==> src/hw/rtl/bavg_pkg.sv <==
// Shared types and constants for the box-average RGB565 to RGB555 unit.
// No dependencies; imported by all bavg modules.
`timescale 1ns / 1ps

package bavg_pkg;

  // One output channel is five bits, so every box average is a 5-bit quotient.
  localparam int CH_W   = 5;
  localparam int QUO_W  = CH_W;
  localparam int STEP_W = $clog2(QUO_W);
  localparam int PIX_IN_W  = 16;
  localparam int PIX_OUT_W = 3 * CH_W;
  localparam int SIDE_CFG_W = 6;

  // Field positions in the source word.
  localparam int RED_LSB   = 11;
  localparam int GREEN_LSB = 6;
  localparam int BLUE_LSB  = 0;

  // Field positions in the result word.
  localparam int OUT_RED_LSB   = 10;
  localparam int OUT_GREEN_LSB = 5;
  localparam int OUT_BLUE_LSB  = 0;

  typedef enum logic [1:0] {
    CH_RED   = 2'd0,
    CH_GREEN = 2'd1,
    CH_BLUE  = 2'd2
  } chan_t;

  typedef struct packed {
    logic add;
    logic clear;
  } acc_ctrl_t;

  typedef struct packed {
    logic box_full;
  } acc_status_t;

  typedef struct packed {
    logic busy;
    logic done;
  } div_status_t;

endpackage

==> src/hw/rtl/bavg_acc.sv <==
// Channel sums, pixel count and box-area compare for the box-average unit.
// Depends on bavg_pkg.
`timescale 1ns / 1ps

module bavg_acc #(
  parameter int MAX_BOX_SIDE = 32
) (
  input  logic                                clk,
  input  logic                                rst_n,
  input  bavg_pkg::acc_ctrl_t                 ctrl,
  input  logic [bavg_pkg::PIX_IN_W-1:0]       pixel,
  input  logic [bavg_pkg::SIDE_CFG_W-1:0]     box_side,
  output bavg_pkg::acc_status_t               st,
  output logic [$clog2(31*MAX_BOX_SIDE*MAX_BOX_SIDE+1)-1:0] red_sum,
  output logic [$clog2(31*MAX_BOX_SIDE*MAX_BOX_SIDE+1)-1:0] green_sum,
  output logic [$clog2(31*MAX_BOX_SIDE*MAX_BOX_SIDE+1)-1:0] blue_sum,
  output logic [$clog2(MAX_BOX_SIDE*MAX_BOX_SIDE+1)-1:0]    count
);
  import bavg_pkg::*;

  localparam int SUM_W  = $clog2(31*MAX_BOX_SIDE*MAX_BOX_SIDE+1);
  localparam int CNT_W  = $clog2(MAX_BOX_SIDE*MAX_BOX_SIDE+1);
  localparam int SIDE_W = $clog2(MAX_BOX_SIDE+1);

  logic [SUM_W-1:0]      red_r, red_nxt;
  logic [SUM_W-1:0]      green_r, green_nxt;
  logic [SUM_W-1:0]      blue_r, blue_nxt;
  logic [CNT_W-1:0]      cnt_r, cnt_nxt;
  logic [SIDE_CFG_W:0]   side_clamp;
  logic [SIDE_W-1:0]     side;
  logic [2*SIDE_W-1:0]   area_full;
  logic [CNT_W-1:0]      area;

  // side 0 behaves as 1, anything past the maximum saturates
  always_comb begin
    side_clamp = {1'b0, box_side};
    if (box_side == '0) begin
      side_clamp = (SIDE_CFG_W+1)'(1);
    end else if ({1'b0, box_side} > (SIDE_CFG_W+1)'(MAX_BOX_SIDE)) begin
      side_clamp = (SIDE_CFG_W+1)'(MAX_BOX_SIDE);
    end
    side      = SIDE_W'(side_clamp);
    area_full = side * side;
    area      = area_full[CNT_W-1:0];
  end

  always_comb begin
    red_nxt   = red_r;
    green_nxt = green_r;
    blue_nxt  = blue_r;
    cnt_nxt   = cnt_r;
    if (ctrl.clear) begin
      red_nxt   = '0;
      green_nxt = '0;
      blue_nxt  = '0;
      cnt_nxt   = '0;
    end else if (ctrl.add) begin
      red_nxt   = red_r   + SUM_W'(pixel[RED_LSB   +: CH_W]);
      green_nxt = green_r + SUM_W'(pixel[GREEN_LSB +: CH_W]);
      blue_nxt  = blue_r  + SUM_W'(pixel[BLUE_LSB  +: CH_W]);
      cnt_nxt   = cnt_r + CNT_W'(1);
    end
  end

  always_ff @(posedge clk) begin
    if (!rst_n) begin
      red_r   <= '0;
      green_r <= '0;
      blue_r  <= '0;
      cnt_r   <= '0;
    end else begin
      red_r   <= red_nxt;
      green_r <= green_nxt;
      blue_r  <= blue_nxt;
      cnt_r   <= cnt_nxt;
    end
  end

  assign st.box_full = (cnt_r >= area);
  assign red_sum     = red_r;
  assign green_sum   = green_r;
  assign blue_sum    = blue_r;
  assign count       = cnt_r;

  a_ctrl_excl: assert property (@(posedge clk) disable iff (!rst_n)
    !(ctrl.add && ctrl.clear))
    else $error("bavg_acc: add and clear in the same cycle");

  a_clear_zero: assert property (@(posedge clk) disable iff (!rst_n)
    ctrl.clear |=> (cnt_r == '0 && red_r == '0 && green_r == '0 && blue_r == '0))
    else $error("bavg_acc: sums not cleared");

endmodule

==> src/hw/rtl/bavg_div.sv <==
// Shared restoring divider, one quotient bit per cycle, 5-bit quotient.
// Depends on bavg_pkg. Caller guarantees dividend < 32 * divisor.
`timescale 1ns / 1ps

module bavg_div #(
  parameter int DVD_W = 15,
  parameter int DVS_W = 11
) (
  input  logic                        clk,
  input  logic                        rst_n,
  input  logic                        start,
  input  logic [DVD_W-1:0]            dividend,
  input  logic [DVS_W-1:0]            divisor,
  output bavg_pkg::div_status_t       st,
  output logic [bavg_pkg::QUO_W-1:0]  quotient
);
  import bavg_pkg::*;

  localparam int RW = DVS_W + QUO_W;

  logic [RW-1:0]     rem_r, rem_nxt;
  logic [RW-1:0]     dsh_r, dsh_nxt;
  logic [QUO_W-1:0]  q_r, q_nxt;
  logic [STEP_W-1:0] step_r, step_nxt;
  logic              busy_r, busy_nxt;
  logic              done_r, done_nxt;
  logic              ge;

  assign ge = (rem_r >= dsh_r);

  always_comb begin
    rem_nxt  = rem_r;
    dsh_nxt  = dsh_r;
    q_nxt    = q_r;
    step_nxt = step_r;
    busy_nxt = busy_r;
    done_nxt = 1'b0;
    if (start) begin
      rem_nxt  = RW'(dividend);
      dsh_nxt  = RW'(divisor) << (QUO_W - 1);
      q_nxt    = '0;
      step_nxt = STEP_W'(QUO_W - 1);
      busy_nxt = 1'b1;
    end else if (busy_r) begin
      if (ge) begin
        rem_nxt = rem_r - dsh_r;
      end
      q_nxt   = {q_r[QUO_W-2:0], ge};
      dsh_nxt = dsh_r >> 1;
      if (step_r == '0) begin
        busy_nxt = 1'b0;
        done_nxt = 1'b1;
      end else begin
        step_nxt = step_r - STEP_W'(1);
      end
    end
  end

  always_ff @(posedge clk) begin
    if (!rst_n) begin
      busy_r <= 1'b0;
      done_r <= 1'b0;
      step_r <= '0;
    end else begin
      busy_r <= busy_nxt;
      done_r <= done_nxt;
      step_r <= step_nxt;
    end
    rem_r <= rem_nxt;
    dsh_r <= dsh_nxt;
    q_r   <= q_nxt;
  end

  assign st.busy  = busy_r;
  assign st.done  = done_r;
  assign quotient = q_r;

  a_no_restart: assert property (@(posedge clk) disable iff (!rst_n)
    start |-> !busy_r)
    else $error("bavg_div: start while busy");

  a_done_after_busy: assert property (@(posedge clk) disable iff (!rst_n)
    done_r |-> ($past(busy_r) && !busy_r))
    else $error("bavg_div: done without a finished run");

endmodule

==> src/hw/rtl/box_average_rgb565_to_rgb555_unit.sv <==
// Top level of the box-average RGB565 to RGB555 unit: sequencer, config, output register.
// Depends on bavg_pkg, bavg_acc, bavg_div.
`timescale 1ns / 1ps

// Averages square boxes of cfg_wr_data by cfg_wr_data RGB565 words (0 acts as 1, values
// above MAX_BOX_SIDE saturate) into one RGB555 word. One word is taken at a time: a
// word that does not close its box passes through S_ACC and S_CHK back to S_IDLE; the
// word that closes a box also enters S_DIV, where one shared restoring divider yielding one
// quotient bit per cycle runs once per channel (red, green, blue). The result sits
// in an output register; if it has not been taken when the next box finishes, the unit
// waits there. Write cfg only while idle; a side change mid-box keeps the partial sums.

module box_average_rgb565_to_rgb555_unit #(
  parameter int MAX_BOX_SIDE = 32
) (
  input  logic                               clk,
  input  logic                               rst_n,
  input  logic                               cfg_wr_en,
  input  logic [bavg_pkg::SIDE_CFG_W-1:0]    cfg_wr_data,
  input  logic                               in_valid,
  output logic                               in_ready,
  input  logic [bavg_pkg::PIX_IN_W-1:0]      in_source_pixel,
  output logic                               out_valid,
  input  logic                               out_ready,
  output logic [bavg_pkg::PIX_OUT_W-1:0]     out_average_pixel
);
  import bavg_pkg::*;

  localparam int SUM_W = $clog2(31*MAX_BOX_SIDE*MAX_BOX_SIDE+1);
  localparam int CNT_W = $clog2(MAX_BOX_SIDE*MAX_BOX_SIDE+1);

  typedef enum logic [3:0] {
    S_IDLE = 4'b0001,
    S_ACC  = 4'b0010,
    S_CHK  = 4'b0100,
    S_DIV  = 4'b1000
  } state_t;

  // S_DIV also covers waiting for the output register once blue is done

  state_t                 state_r, state_nxt;
  chan_t                  ch_r, ch_nxt;
  logic [SIDE_CFG_W-1:0]  side_r;
  logic [PIX_IN_W-1:0]    pix_r;
  logic [PIX_OUT_W-1:0]   res_r, res_nxt;
  logic                   res_full_r, res_full_nxt;
  logic [PIX_OUT_W-1:0]   out_r, out_nxt;
  logic                   out_valid_r, out_valid_nxt;

  acc_ctrl_t              acc_ctrl;
  acc_status_t            acc_st;
  logic [SUM_W-1:0]       red_sum, green_sum, blue_sum;
  logic [CNT_W-1:0]       count;

  logic                   div_start;
  logic [SUM_W-1:0]       div_dividend;
  div_status_t            div_st;
  logic [QUO_W-1:0]       div_q;

  logic                   in_acc;
  logic                   out_acc;

  assign in_acc  = in_valid && in_ready;
  assign out_acc = out_valid_r && out_ready;

  bavg_acc #(
    .MAX_BOX_SIDE (MAX_BOX_SIDE)
  ) u_acc (
    .clk       (clk),
    .rst_n     (rst_n),
    .ctrl      (acc_ctrl),
    .pixel     (pix_r),
    .box_side  (side_r),
    .st        (acc_st),
    .red_sum   (red_sum),
    .green_sum (green_sum),
    .blue_sum  (blue_sum),
    .count     (count)
  );

  bavg_div #(
    .DVD_W (SUM_W),
    .DVS_W (CNT_W)
  ) u_div (
    .clk      (clk),
    .rst_n    (rst_n),
    .start    (div_start),
    .dividend (div_dividend),
    .divisor  (count),
    .st       (div_st),
    .quotient (div_q)
  );

  always_comb begin
    case (ch_nxt)
      CH_RED:   div_dividend = red_sum;
      CH_GREEN: div_dividend = green_sum;
      CH_BLUE:  div_dividend = blue_sum;
      default:  div_dividend = red_sum;
    endcase
  end

  always_comb begin
    state_nxt     = state_r;
    ch_nxt        = ch_r;
    res_nxt       = res_r;
    res_full_nxt  = res_full_r;
    out_nxt       = out_r;
    out_valid_nxt = out_valid_r && !out_ready;
    acc_ctrl      = '0;
    div_start     = 1'b0;
    in_ready      = (state_r == S_IDLE);

    case (state_r)
      S_IDLE: begin
        // ready is always high here
        if (in_valid) begin
          state_nxt = S_ACC;
        end
      end
      S_ACC: begin
        acc_ctrl.add = 1'b1;
        state_nxt    = S_CHK;
      end
      S_CHK: begin
        if (acc_st.box_full) begin
          ch_nxt    = CH_RED;
          div_start = 1'b1;
          state_nxt = S_DIV;
        end else begin
          state_nxt = S_IDLE;
        end
      end
      S_DIV: begin
        if (div_st.done) begin
          case (ch_r)
            CH_RED: begin
              res_nxt[OUT_RED_LSB +: CH_W] = div_q;
              ch_nxt    = CH_GREEN;
              div_start = 1'b1;
            end
            CH_GREEN: begin
              res_nxt[OUT_GREEN_LSB +: CH_W] = div_q;
              ch_nxt    = CH_BLUE;
              div_start = 1'b1;
            end
            default: begin
              res_nxt[OUT_BLUE_LSB +: CH_W] = div_q;
              res_full_nxt = 1'b1;
            end
          endcase
        end
        // hand the finished word to the output register when it is free
        if (res_full_r && (!out_valid_r || out_ready)) begin
          out_nxt        = res_r;
          out_valid_nxt  = 1'b1;
          res_full_nxt   = 1'b0;
          acc_ctrl.clear = 1'b1;
          state_nxt      = S_IDLE;
        end
      end
      default: begin
        state_nxt = S_IDLE;
      end
    endcase
  end

  always_ff @(posedge clk) begin
    if (!rst_n) begin
      state_r     <= S_IDLE;
      ch_r        <= CH_RED;
      side_r      <= SIDE_CFG_W'(1);
      res_full_r  <= 1'b0;
      out_valid_r <= 1'b0;
    end else begin
      state_r     <= state_nxt;
      ch_r        <= ch_nxt;
      res_full_r  <= res_full_nxt;
      out_valid_r <= out_valid_nxt;
      if (cfg_wr_en) begin
        side_r <= cfg_wr_data;
      end
    end
    if (in_acc) begin
      pix_r <= in_source_pixel;
    end
    res_r <= res_nxt;
    out_r <= out_nxt;
  end

  assign out_valid         = out_valid_r;
  assign out_average_pixel = out_r;

  a_accept_to_acc: assert property (@(posedge clk) disable iff (!rst_n)
    in_acc |=> (state_r == S_ACC))
    else $error("top: accepted word not accumulated");

  a_done_in_div: assert property (@(posedge clk) disable iff (!rst_n)
    div_st.done |-> (state_r == S_DIV))
    else $error("top: divider finished outside the divide phase");

  a_no_overwrite: assert property (@(posedge clk) disable iff (!rst_n)
    (out_valid_r && !out_ready) |=> (out_valid_r && $stable(out_r)))
    else $error("top: pending result overwritten");

endmodule
==> config.mk <==
export PLATFORM = sky130hd
export DESIGN_NAME = box_average_rgb565_to_rgb555_unit
export DESIGN_NICKNAME = d
export VERILOG_FILES = /design/src/hw/rtl/bavg_pkg.sv /design/src/hw/rtl/bavg_acc.sv /design/src/hw/rtl/bavg_div.sv /design/src/hw/rtl/box_average_rgb565_to_rgb555_unit.sv
export SDC_FILE = /design/constraint.sdc
export NUM_CORES = 1
export LEC_CHECK = 0
export BUFFER_PORTS_ARGS = -buffer_cell sky130_fd_sc_hd__buf_2
export CORE_UTILIZATION = 44
export DETAILED_ROUTE_END_ITERATION = 10
export GPL_ROUTABILITY_DRIVEN = 0
export SLEW_MARGIN = 5
export SYNTH_ARGS = -nofsm -noshare
export SYNTH_HDL_FRONTEND = slang
export SYNTH_SLANG_ARGS = --single-unit
==> constraint.sdc <==
create_clock -name clk -period 5.45 [get_ports clk]
set_input_delay 0.545 -clock clk [delete_from_list [all_inputs] [get_ports clk]]
set_output_delay 0.545 -clock clk [all_outputs]
set_load 0.01 [all_outputs]
After elaboration in Yosys (flattened, before gate mapping) --
Cells that the tools add are included.
Operators by class: add/sub/neg operators 6, reduce and logical (&&, ||, !) cells 26, order comparisons 3, multiplexer cells 35, bitwise operators 4, multipliers 1, eq/ne operators 11
Operators with widths (number):
- $mux 15 | 5
- $add 15x5->15 | 3
- $pmux 15 s2 | 1
- $ge 16x15->1 | 1
- $pmux 4 s4 | 1
- $sub 16x15->16 | 1
- $mux 1 | 15
- $mux 4 | 3
- $mux 6 | 2
- $reduce_and 2->1 | 6
- $reduce_and 3->1 | 4
- $add 11x1->11 const B | 1
- $ge 11x11->1 | 1
- $mul 6x6->11 | 1
- $mux 3 | 3
- $pmux 2 s2 | 2
- $gt 6x6->1 const B | 1
- $logic_not 6->1 | 1
- $ne 2x2->1 const B | 3
- $reduce_bool 2->1 | 3
- $reduce_or 2->1 | 3
- $eq 2x1->1 const B | 2
- $eq 4x1->1 const B | 1
- $eq 4x2->1 const B | 1
- 14 further kinds | 21
Storage, ports and cells: word-level logic and storage cells 109, output and inout port bits 17, register bits 157, bits of input ports 27

Logic depth before layout (Yosys ltp) --
Gate-level depths: netlist (run 1).
depth after elaboration 10, mapped depth 29, gate-level depth less buffers 28

Modules after synthesis --
Synthesis (run 1) repeated with hierarchy kept, for this count alone.
Unflattened totals: cell total of the unflattened synthesis 911, area total of the unflattened synthesis 8927.3 um2
By module, submodules not included:
- bavg_acc | cells each 471, times used 1, area an instance 4072.7 um2, sequential area each 1121.1 um2
- bavg_div | cells each 270, times used 1, area an instance 2511.2 um2, sequential area each 1081.0 um2
- box_average_rgb565_to_rgb555_unit | cells each 170, times used 1, area an instance 2343.5 um2, sequential area each 1661.6 um2

Worst setup path after synthesis (run 1) --
No wires, ideal clock.
kind reg-to-reg, start reg side_r[5], end reg u_div.rem_r[3] (data pin), buffers on the path 1, arrival time 5648 ps, library setup time 260 ps, required time 5190 ps, slack -458 ps, period minus slack after synthesis 5908 ps, cell stages (with the launch flop) 26, cells stage by stage dfxtp_1 nor2b_1 and2_1 fa_1 inv_1 fa_1 inv_1 fa_1 ha_1 and3b_1 o21a_1 o21ai_0 a21boi_0 a311o_1 ha_1 and3_1 and2_1 a22oi_1 a21boi_4 a31oi_1 ha_1 clkbuf_1 a22oi_1 nor2_1 a21oi_1 mux2i_1
On the way: longest elaborated chain between the ends 10, elaborated cells on any way between the ends 14, classes of those cells mul (1); order compare (2); eq/ne (2); mux (8); reduce/logical (1)
RTL lines:
- start: declaration | line box_average_rgb565_to_rgb555_unit.sv:43 | logic [SIDE_CFG_W-1:0] side_r;
- start signal: assignment | line box_average_rgb565_to_rgb555_unit.sv:181 | side_r <= cfg_wr_data;
- $gt 6x6->1 | line bavg_acc.sv:39 | end else if ({1'b0, box_side} > (SIDE_CFG_W+1)'(MAX_BOX_SIDE)) begin
- $mux 6 | line bavg_acc.sv:39
- $mux 6 (*) | line bavg_acc.sv:37 | if (box_side == '0) begin
- $mul 6x6->11 (*) | line bavg_acc.sv:43 | area_full = side * side;
- $ge 11x11->1 (*) | line bavg_acc.sv:79 | assign st.box_full = (cnt_r >= area);
- $mux 2 | line box_average_rgb565_to_rgb555_unit.sv:126 | if (acc_st.box_full) begin
- $pmux 2 s2 | line box_average_rgb565_to_rgb555_unit.sv:114 | case (state_r)
- $eq 2x2->1 / $eq 2x1->1 (equally long branches) | line box_average_rgb565_to_rgb555_unit.sv:95 | case (ch_nxt)
- $pmux 15 s2 | line box_average_rgb565_to_rgb555_unit.sv:95
- $mux 15 (*) | line bavg_div.sv:38 | if (start) begin
- net u_div.rem_nxt[3] | line bavg_div.sv:21 | logic [RW-1:0] rem_r, rem_nxt;
- end signal: assignment | line bavg_div.sv:69 | rem_r <= rem_nxt;
- end: declaration | line bavg_div.sv:21
Mark *: on every way through the listed nets, which the timed path passes. The rest lies on a longest branch. A chain may end at the register's enable or synchronous reset.

Final worst setup path (run 1) --
start reg side_r[2], end reg u_div.rem_r[6] (data pin)
On the way: longest elaborated chain between the ends 10, elaborated cells on any way between the ends 14, classes of those cells mul (1); order compare (2); eq/ne (2); mux (8); reduce/logical (1)
RTL lines:
- $gt 6x6->1 | line bavg_acc.sv:39
- $mux 6 | line bavg_acc.sv:39
- $mux 6 (*) | line bavg_acc.sv:37
- $mul 6x6->11 (*) | line bavg_acc.sv:43
- $ge 11x11->1 (*) | line bavg_acc.sv:79
- $mux 2 (*) | line box_average_rgb565_to_rgb555_unit.sv:126
- $pmux 2 s2 (*) | line box_average_rgb565_to_rgb555_unit.sv:114
- net ch_nxt[0] | line box_average_rgb565_to_rgb555_unit.sv:42 | chan_t ch_r, ch_nxt;
- $eq 2x2->1 / $eq 2x1->1 (equally long branches) | line box_average_rgb565_to_rgb555_unit.sv:95
- $pmux 15 s2 (*) | line box_average_rgb565_to_rgb555_unit.sv:95
- $mux 15 (*) | line bavg_div.sv:38
- net u_div.rem_nxt[6] | line bavg_div.sv:21
Marks and branches as above.

==> results of run 1 <==
## routing by layer
layer / part of all wire (%) / track usage [%]
met5: 0 / 0
met2: 48 / 32.1
met4: 1.3 / 5.72
met1: 48 / 24.3
met3: 3.4 / 4.56
## synth_stat cells (all sizes together) (6+ instances only)
cell type | count | area [µm²]
mux2i | 40 | 400
nor2 | 92 | 345
o211ai | 10 | 80.1
xnor2 | 31 | 272
a21oi | 59 | 299
and3 | 12 | 75.1
nor2b | 13 | 81.3
clkbuf | 13 | 48.8
or3 | 6 | 37.5
and2 | 17 | 108
a211oi | 8 | 60.1
xor2 | 24 | 210
inv | 62 | 233
ha | 60 | 751
nor3b | 6 | 45.0
o2111ai | 6 | 52.6
dfxtp | 85 | 1700
nand3 | 14 | 70.1
nand2 | 54 | 205
nor3 | 17 | 95.1
a21o | 17 | 128
edfxtp | 71 | 2130
a21boi | 7 | 63.8
fa | 12 | 240
a22oi | 17 | 128
o21ai | 24 | 124
buf | 15 | 88.8
nand2b | 6 | 37.5
## final cells by class
| cell class | count | area, µm² | area share, % |
|---|---|---|---|
| Tap cell | 260 | 325 | 3.06 |
| Clock buffer | 17 | 425 | 4.00 |
| Inverter | 62 | 233 | 2.19 |
| Multi-Input combinational cell | 612 | 4770 | 44.8 |
| Clock inverter | 15 | 201 | 1.89 |
| Timing Repair Buffer | 102 | 845 | 7.93 |
| Sequential cell | 156 | 3840 | 36.1 |
## sequential cells by signal, summed over array words and instances, names as in the netlist
register and count:
u_div.rem_r 16, out_average_pixel 15, pix_r 15, res_r 15, u_acc.blue_sum 15, u_acc.green_sum 15, u_acc.red_sum 15, u_div.dsh_r 15
u_acc.count 11, side_r 6, u_div.quotient 5, state_r 4, u_div.step_r 3, ch_r 2, out_valid 1, res_full_r 1
u_div.busy_r 1, u_div.done_r 1
## cell usage in the layout (no fill, tap or decap), types with 11 or more instances in the layout
cell and count:
mux2i_1 40, and2_1 11, a21oi_2 17, ha_1 54, o21ai_0 18, a21oi_1 42, and3_1 11, nor2_1 81
a22oi_2 15, xor2_1 24, fa_1 12, nor2b_1 11, inv_1 58, buf_4 40, buf_2 43, nand3_1 12
a21o_1 17, xnor2_1 30, nor3_1 15, edfxtp_1 71, dfxtp_1 81, clkbuf_16 19, nand2_1 51
## worst register-to-register path: cells and delay by family (launching register included)
family | cells | cell delay [ns]
flops | 1 | 0.36
buf+inv | 7 | 0.66
compound gates | 7 | 1.22
fa+ha+maj | 6 | 2.28
simple gates | 7 | 0.84
mux | 1 | 0.07
xor+xnor | 1 | 0.14
## per-stage QoR
step	utilization (%)	instance area [µm²]	total power, W	setup TNS [ns]
2_1_floorplan	-	8760	0.00142	-0.905
3_3_place_gp	49.7	9390	0.00148	-4.42
3_5_place_dp	49.7	9390	0.00148	-5.67
4_1_cts	54.9	10400	0.00276	-3.62
5_1_grt	56.4	10600	0.00284	-9.09
6_report	56.4	10600	0.00275	-4.03
## repair_timing
item	in CTS	in global routing
gates cloned	2	3
buffers inserted	18	9
pin swaps	25	20
resized for setup	41	47
hold endpoints to repair	0	0
endpoints found under the setup margin	30	67
## power breakdown
part | total, W | switching [W] | internal [W]
sequential | 0.00125 | 0.0000162 | 0.00124
combinational | 0.000226 | 0.000117 | 0.000109
clock | 0.00127 | 0.000527 | 0.000739
## worst max path at each step
stage	to	slack, ns	cells after the start
finish	u_div.rem_r[6]	-0.35	29
global route	u_div.rem_r[6]	-0.55	34
CTS	u_div.rem_r[12]	-0.29	26
detailed placement	u_div.rem_r[13]	-0.43	26
global placement	u_div.rem_r[3]	-0.36	23
floorplan	u_div.rem_r[6]	-0.08	25
## cells by family after synthesis
logic type               Yosys count  share of synthesized area (%)
adder cells (fa/ha/maj)           72                           11.6
buffers and inverters             90                           4.32
AO/OA/AOI/OAI                    172                           13.1
AND/OR/NAND/NOR                  267                           15.8
other                              1                         0.0438
flip-flops                       156                           44.7
XOR/XNOR                          55                           5.62
multiplexers                      41                           4.80
==> results.yml, run 1 <==
floorplanning:
  initial_utilization_pct: 45.4
  rows: 50
  io_pins: 44
  die_area_um2: 20000
  dieHeight_um: 142
  coreArea_um2: 18900
  die_w_um: 142
routing:
  via_count: 6279
  drtIter0Drc: 327
  wl_um: 18500
  wl_per_cell_um: 15.1
  vias_per_cell: 5.13
  final_antenna_net_count: 0
  firstDrtPassIters: 5
  route.detailed.drc: 0
clock_network:
  tritoncts: "yes"
  cts_root_buffer: "clkbuf_16"
  cts_buffer_depth: 2
  clock_insertion_delay_worst_skew_ns: 0.43
  clkTransAtPathRegs_ns: 0.07
  cts_made_buffers: 17
  htreeDepth: 4
  clock_sinks: 156
  cts_hold_buf: 0
sta:
  fin_crit_sh_pct: 106
  clock_skew_ns: 0.0106
  fin_ws_ns: -0.347
  max_freq_mhz: 173
  period_needed_ns: 5.80
  rsz0062_at_grt: "true"
  worst-slew-pin-transition_ns: 0.869
  finalSetupViolations: 15
  slew_viol_final: 0
  holdWs_ns: 0.287
  relSlewSlack_pct: 41.9
  hold_viol: 0
run_status:
  violations: "setup timing"
  run_status: "finished, violations left"
power:
  p_leak_nw: 4.13
  power_density_nw_per_um2: 258
  ir_drop_mv: 0.203
critical_path:
  rr_worst_depth: 29
  start_kind: "flip-flop"
  r2r_end: "u_div.rem_r[6]"
  cp_num_buf_inv: 7
  crit_path_max_incr_delay_ns: 0.54
  end_kind: "flip-flop"
  crit_path_max_fanout: 6
  r2r-start: "side_r[2]"
  crit_path_start: "side_r[2]"
  critical_path_required_ns: 5.63
  critical_path_class: "flip-flop to flip-flop"
  crit_path_top_delay_cell: "fa_1"
  arrival_ns: 5.98
  rrSetupSlack_ns: -0.35
  cp_top_family: "adder cells"
cells_and_area:
  drive_above_1_share_pct: 23.8
  stdcell_count: 1224
  layout.nets: 1050
  num-fill-cells: 1655
  area_growth_pct: 24.3
  diodes: 0
logic_synthesis:
  yosys_register_bits: 156
  synth_flop_cell: "dfxtp_1"
  synth_seq_area_share_pct: 44.7
  ys_warn_count: 0
  synthCells: 854
  synth_area_um2: 8570
  async_flop_share_pct: 0
  synth.avg_cell_area_um2: 10.0
  synth_cell_types: 68
  synth_edf_count: 71
worst_hold_path:
  hp-class: "input pin to flip-flop"
  hp-start: "in_source_pixel[15]"
  hold_path_end: "pix_r[15]"
  whs_path_depth: 1
grt:
  track_usage_pct: 19.1
  grt_pass1_wl_um: 29800
  grt_max_degree: 58
  overflow: 0
  grt_pass1_vias: 6080
  antenna_found_initial: 0
placed_design:
  io_buffers: 42
  placed_cells: 1162
  pre_cts_slack_ns: -0.432
  hpwl_um: 12800
job:
  drv_cap: 0
Note: power is estimated with default switching activity, not from simulation.
==> run 2: changes to the inputs <==
--- a/config.mk
+++ b/config.mk
@@ -6,10 +6,13 @@
 export NUM_CORES = 1
 export LEC_CHECK = 0
 export BUFFER_PORTS_ARGS = -buffer_cell sky130_fd_sc_hd__buf_2
+export CORE_ASPECT_RATIO = 0.8
 export CORE_UTILIZATION = 44
 export DETAILED_ROUTE_END_ITERATION = 10
 export GPL_ROUTABILITY_DRIVEN = 0
+export REMOVE_ABC_BUFFERS = 1
 export SLEW_MARGIN = 5
 export SYNTH_ARGS = -nofsm -noshare
 export SYNTH_HDL_FRONTEND = slang
+export SYNTH_HIERARCHICAL = 1
 export SYNTH_SLANG_ARGS = --single-unit
==> run 2 against run 1 <==
  * The run still ends with setup timing left
  * Synthesized cell count up 6.4%
  * Area after synthesis up 3.8%
  * Combinational power down 14%
  * Flip-flop and latch count unchanged
  * Sequential share of layout area down 0.31 points
  * Die area up 3.7%
  * Maximum frequency up 3.6%
  * Critical path depth down 3
  * Global-route usage up 1.1 points
  * Core utilization down 2.2 points
  * Non-clock buffer count unchanged
==> results.yml, run 2 <==
clock_network:
  cts_root_buffer: "clkbuf_16"
  clock_sinks: 156
  cts_hold_buf: 0
  clock_insertion_delay_worst_skew_ns: 0.44
  cts_made_buffers: 17
  tritoncts: "yes"
  cts_buffer_depth: 2
  htreeDepth: 4
  clkTransAtPathRegs_ns: 0.08
logic_synthesis:
  synthCells: 909
  ys_warn_count: 6
  synth.avg_cell_area_um2: 9.78
  synth_area_um2: 8890
routing:
  drtIter0Drc: 540
  route.detailed.drc: 0
  wl_per_cell_um: 16.0
  final_antenna_net_count: 0
  wl_um: 20500
  via_count: 7110
  vias_per_cell: 5.56
  firstDrtPassIters: 5
placed_design:
  io_buffers: 42
  pre_cts_slack_ns: -0.481
  hpwl_um: 14700
job:
  drv_cap: 0
sta:
  slew_viol_final: 0
  finalSetupViolations: 15
  rsz0062_at_grt: "true"
  max_freq_mhz: 179
  fin_ws_ns: -0.145
  clock_skew_ns: 0.0129
  fin_crit_sh_pct: 103
  holdWs_ns: 0.272
  relSlewSlack_pct: 21.8
  period_needed_ns: 5.59
  hold_viol: 0
  worst-slew-pin-transition_ns: 1.17
grt:
  antenna_found_initial: 0
  grt_pass1_vias: 6316
  grt_max_degree: 36
  track_usage_pct: 20.2
  overflow: 0
  grt_pass1_wl_um: 33000
floorplanning:
  initial_utilization_pct: 44.9
  coreArea_um2: 19800
  dieHeight_um: 129
  die_area_um2: 20800
  io_pins: 44
  rows: 46
  die_w_um: 161
cells_and_area:
  largest_reg_flops: 16
  diodes: 0
  final_core_util_pct: 54.2
  final_common_cell: "dfxtp_1"
  top_register: "u_div/rem_r"
  layout.nets: 1102
  drive_above_1_share_pct: 20.6
  area_growth_pct: 20.6
  most-common-layout-cells: "84 x dfxtp_1, 82 x nand2_1, 71 x edfxtp_1"
  num-fill-cells: 1773
critical_path:
  crit_path_max_fanout: 5
  start_kind: "flip-flop"
  end_kind: "flip-flop"
  arrival_ns: 5.78
  critical_path_required_ns: 5.64
  crit_path_max_incr_delay_ns: 0.52
  cp_num_buf_inv: 6
  cp_top_family: "adder cells"
  critical_path_class: "flip-flop to flip-flop"
  crit_path_top_delay_cell: "fa_1"
run_status:
  run_status: "finished, violations left"
  violations: "setup timing"
worst_hold_path:
  hp-class: "input pin to flip-flop"
power:
  p_leak_nw: 3.99
  ir_drop_mv: 0.213
  power_density_nw_per_um2: 246
## run 2: changes by cell type in the layout (fill, tap and decap cells not counted), sizes merged, moves of 10 or more
cell and delta:
o21ai +20, xnor2 -23, nand2 +32, a21o -10
nor2 -38, xor2 -14, or4 +14, o31ai +23
mux2i -12, o21a +10
## run 2: power breakdown
group	switching, W	internal (W)
Clock	0.000572	0.000616
Sequential	0.0000145	0.00124
Combinational	0.000107	0.0000879
## run 2: metrics by stage
stage	total power, W	instances	setup TNS (ns)	cell area (µm²)
final	0.00263	1279	-0.711	10700
after global routing	0.00273	1279	-6.98	10700
after CTS	0.00265	1275	-0.177	10500
after detailed placement	0.00146	1237	-5.62	9730
after global placement	0.00146	1237	-4.57	9730
after floorplan	0.00139	881	-123.29	8740
## run 2: worst paths after layout
path                       from                   end  slack, ns  depth (start not counted)
max                   side_r[5]        u_div/rem_r[1]      -0.14                         26
min reg2reg            res_r[3]  out_average_pixel[3]       0.42                          0
max reg2reg           side_r[5]        u_div/rem_r[1]      -0.14                         26
min          in_source_pixel[1]              pix_r[1]       0.27                          1
## run 2: per-layer routing
metal | vias to the layer above | share of wire, % | GRT usage (%)
met3 | 20 | 4.2 | 3.46
met2 | 151 | 42 | 29.3
met1 | 3398 | 53 | 30.4
met4 | 0 | 1.1 | 5.72
met5 | - | 0 | 0
li1 | 3541 | - | -
## run 2: what timing repair did
action	CTS	global route
pin swaps	21	19
endpoints found under the setup margin	15	64
resized for setup	39	36
gates cloned	1	1
setup buffers	5	3
## run 2: worst reg2reg max path, cell delays in order, from the launching register on
cell and delay (ns):
dfxtp_4 0.37, nor2b_4 0.12, and2_4 0.15, inv_1 0.05, fa_1 0.51, inv_2 0.04
fa_1 0.47, inv_1 0.05, fa_1 0.52, inv_1 0.05, ha_2 0.19, a21oi_2 0.15
o211ai_1 0.11, a21oi_1 0.17, xor2_1 0.17, ha_1 0.29, a2111oi_4 0.32, a31oi_2 0.15
nand3b_1 0.18, a2bb2oi_2 0.23, a2bb2oi_2 0.10, ha_4 0.20, buf_4 0.14, buf_4 0.14
a22oi_2 0.14, o21ai_1 0.08, mux2_4 0.25
## run 2: area by class of cell
class | instances | area, µm² | area share (%)
multi-input cells | 661 | 4920 | 45.9
inverters | 64 | 240 | 2.24
repair buffers | 102 | 800 | 7.46
clock inverters | 15 | 169 | 1.58
flip-flops and latches | 156 | 3840 | 35.8
clock buffers | 17 | 425 | 3.97
well taps | 264 | 330 | 3.08
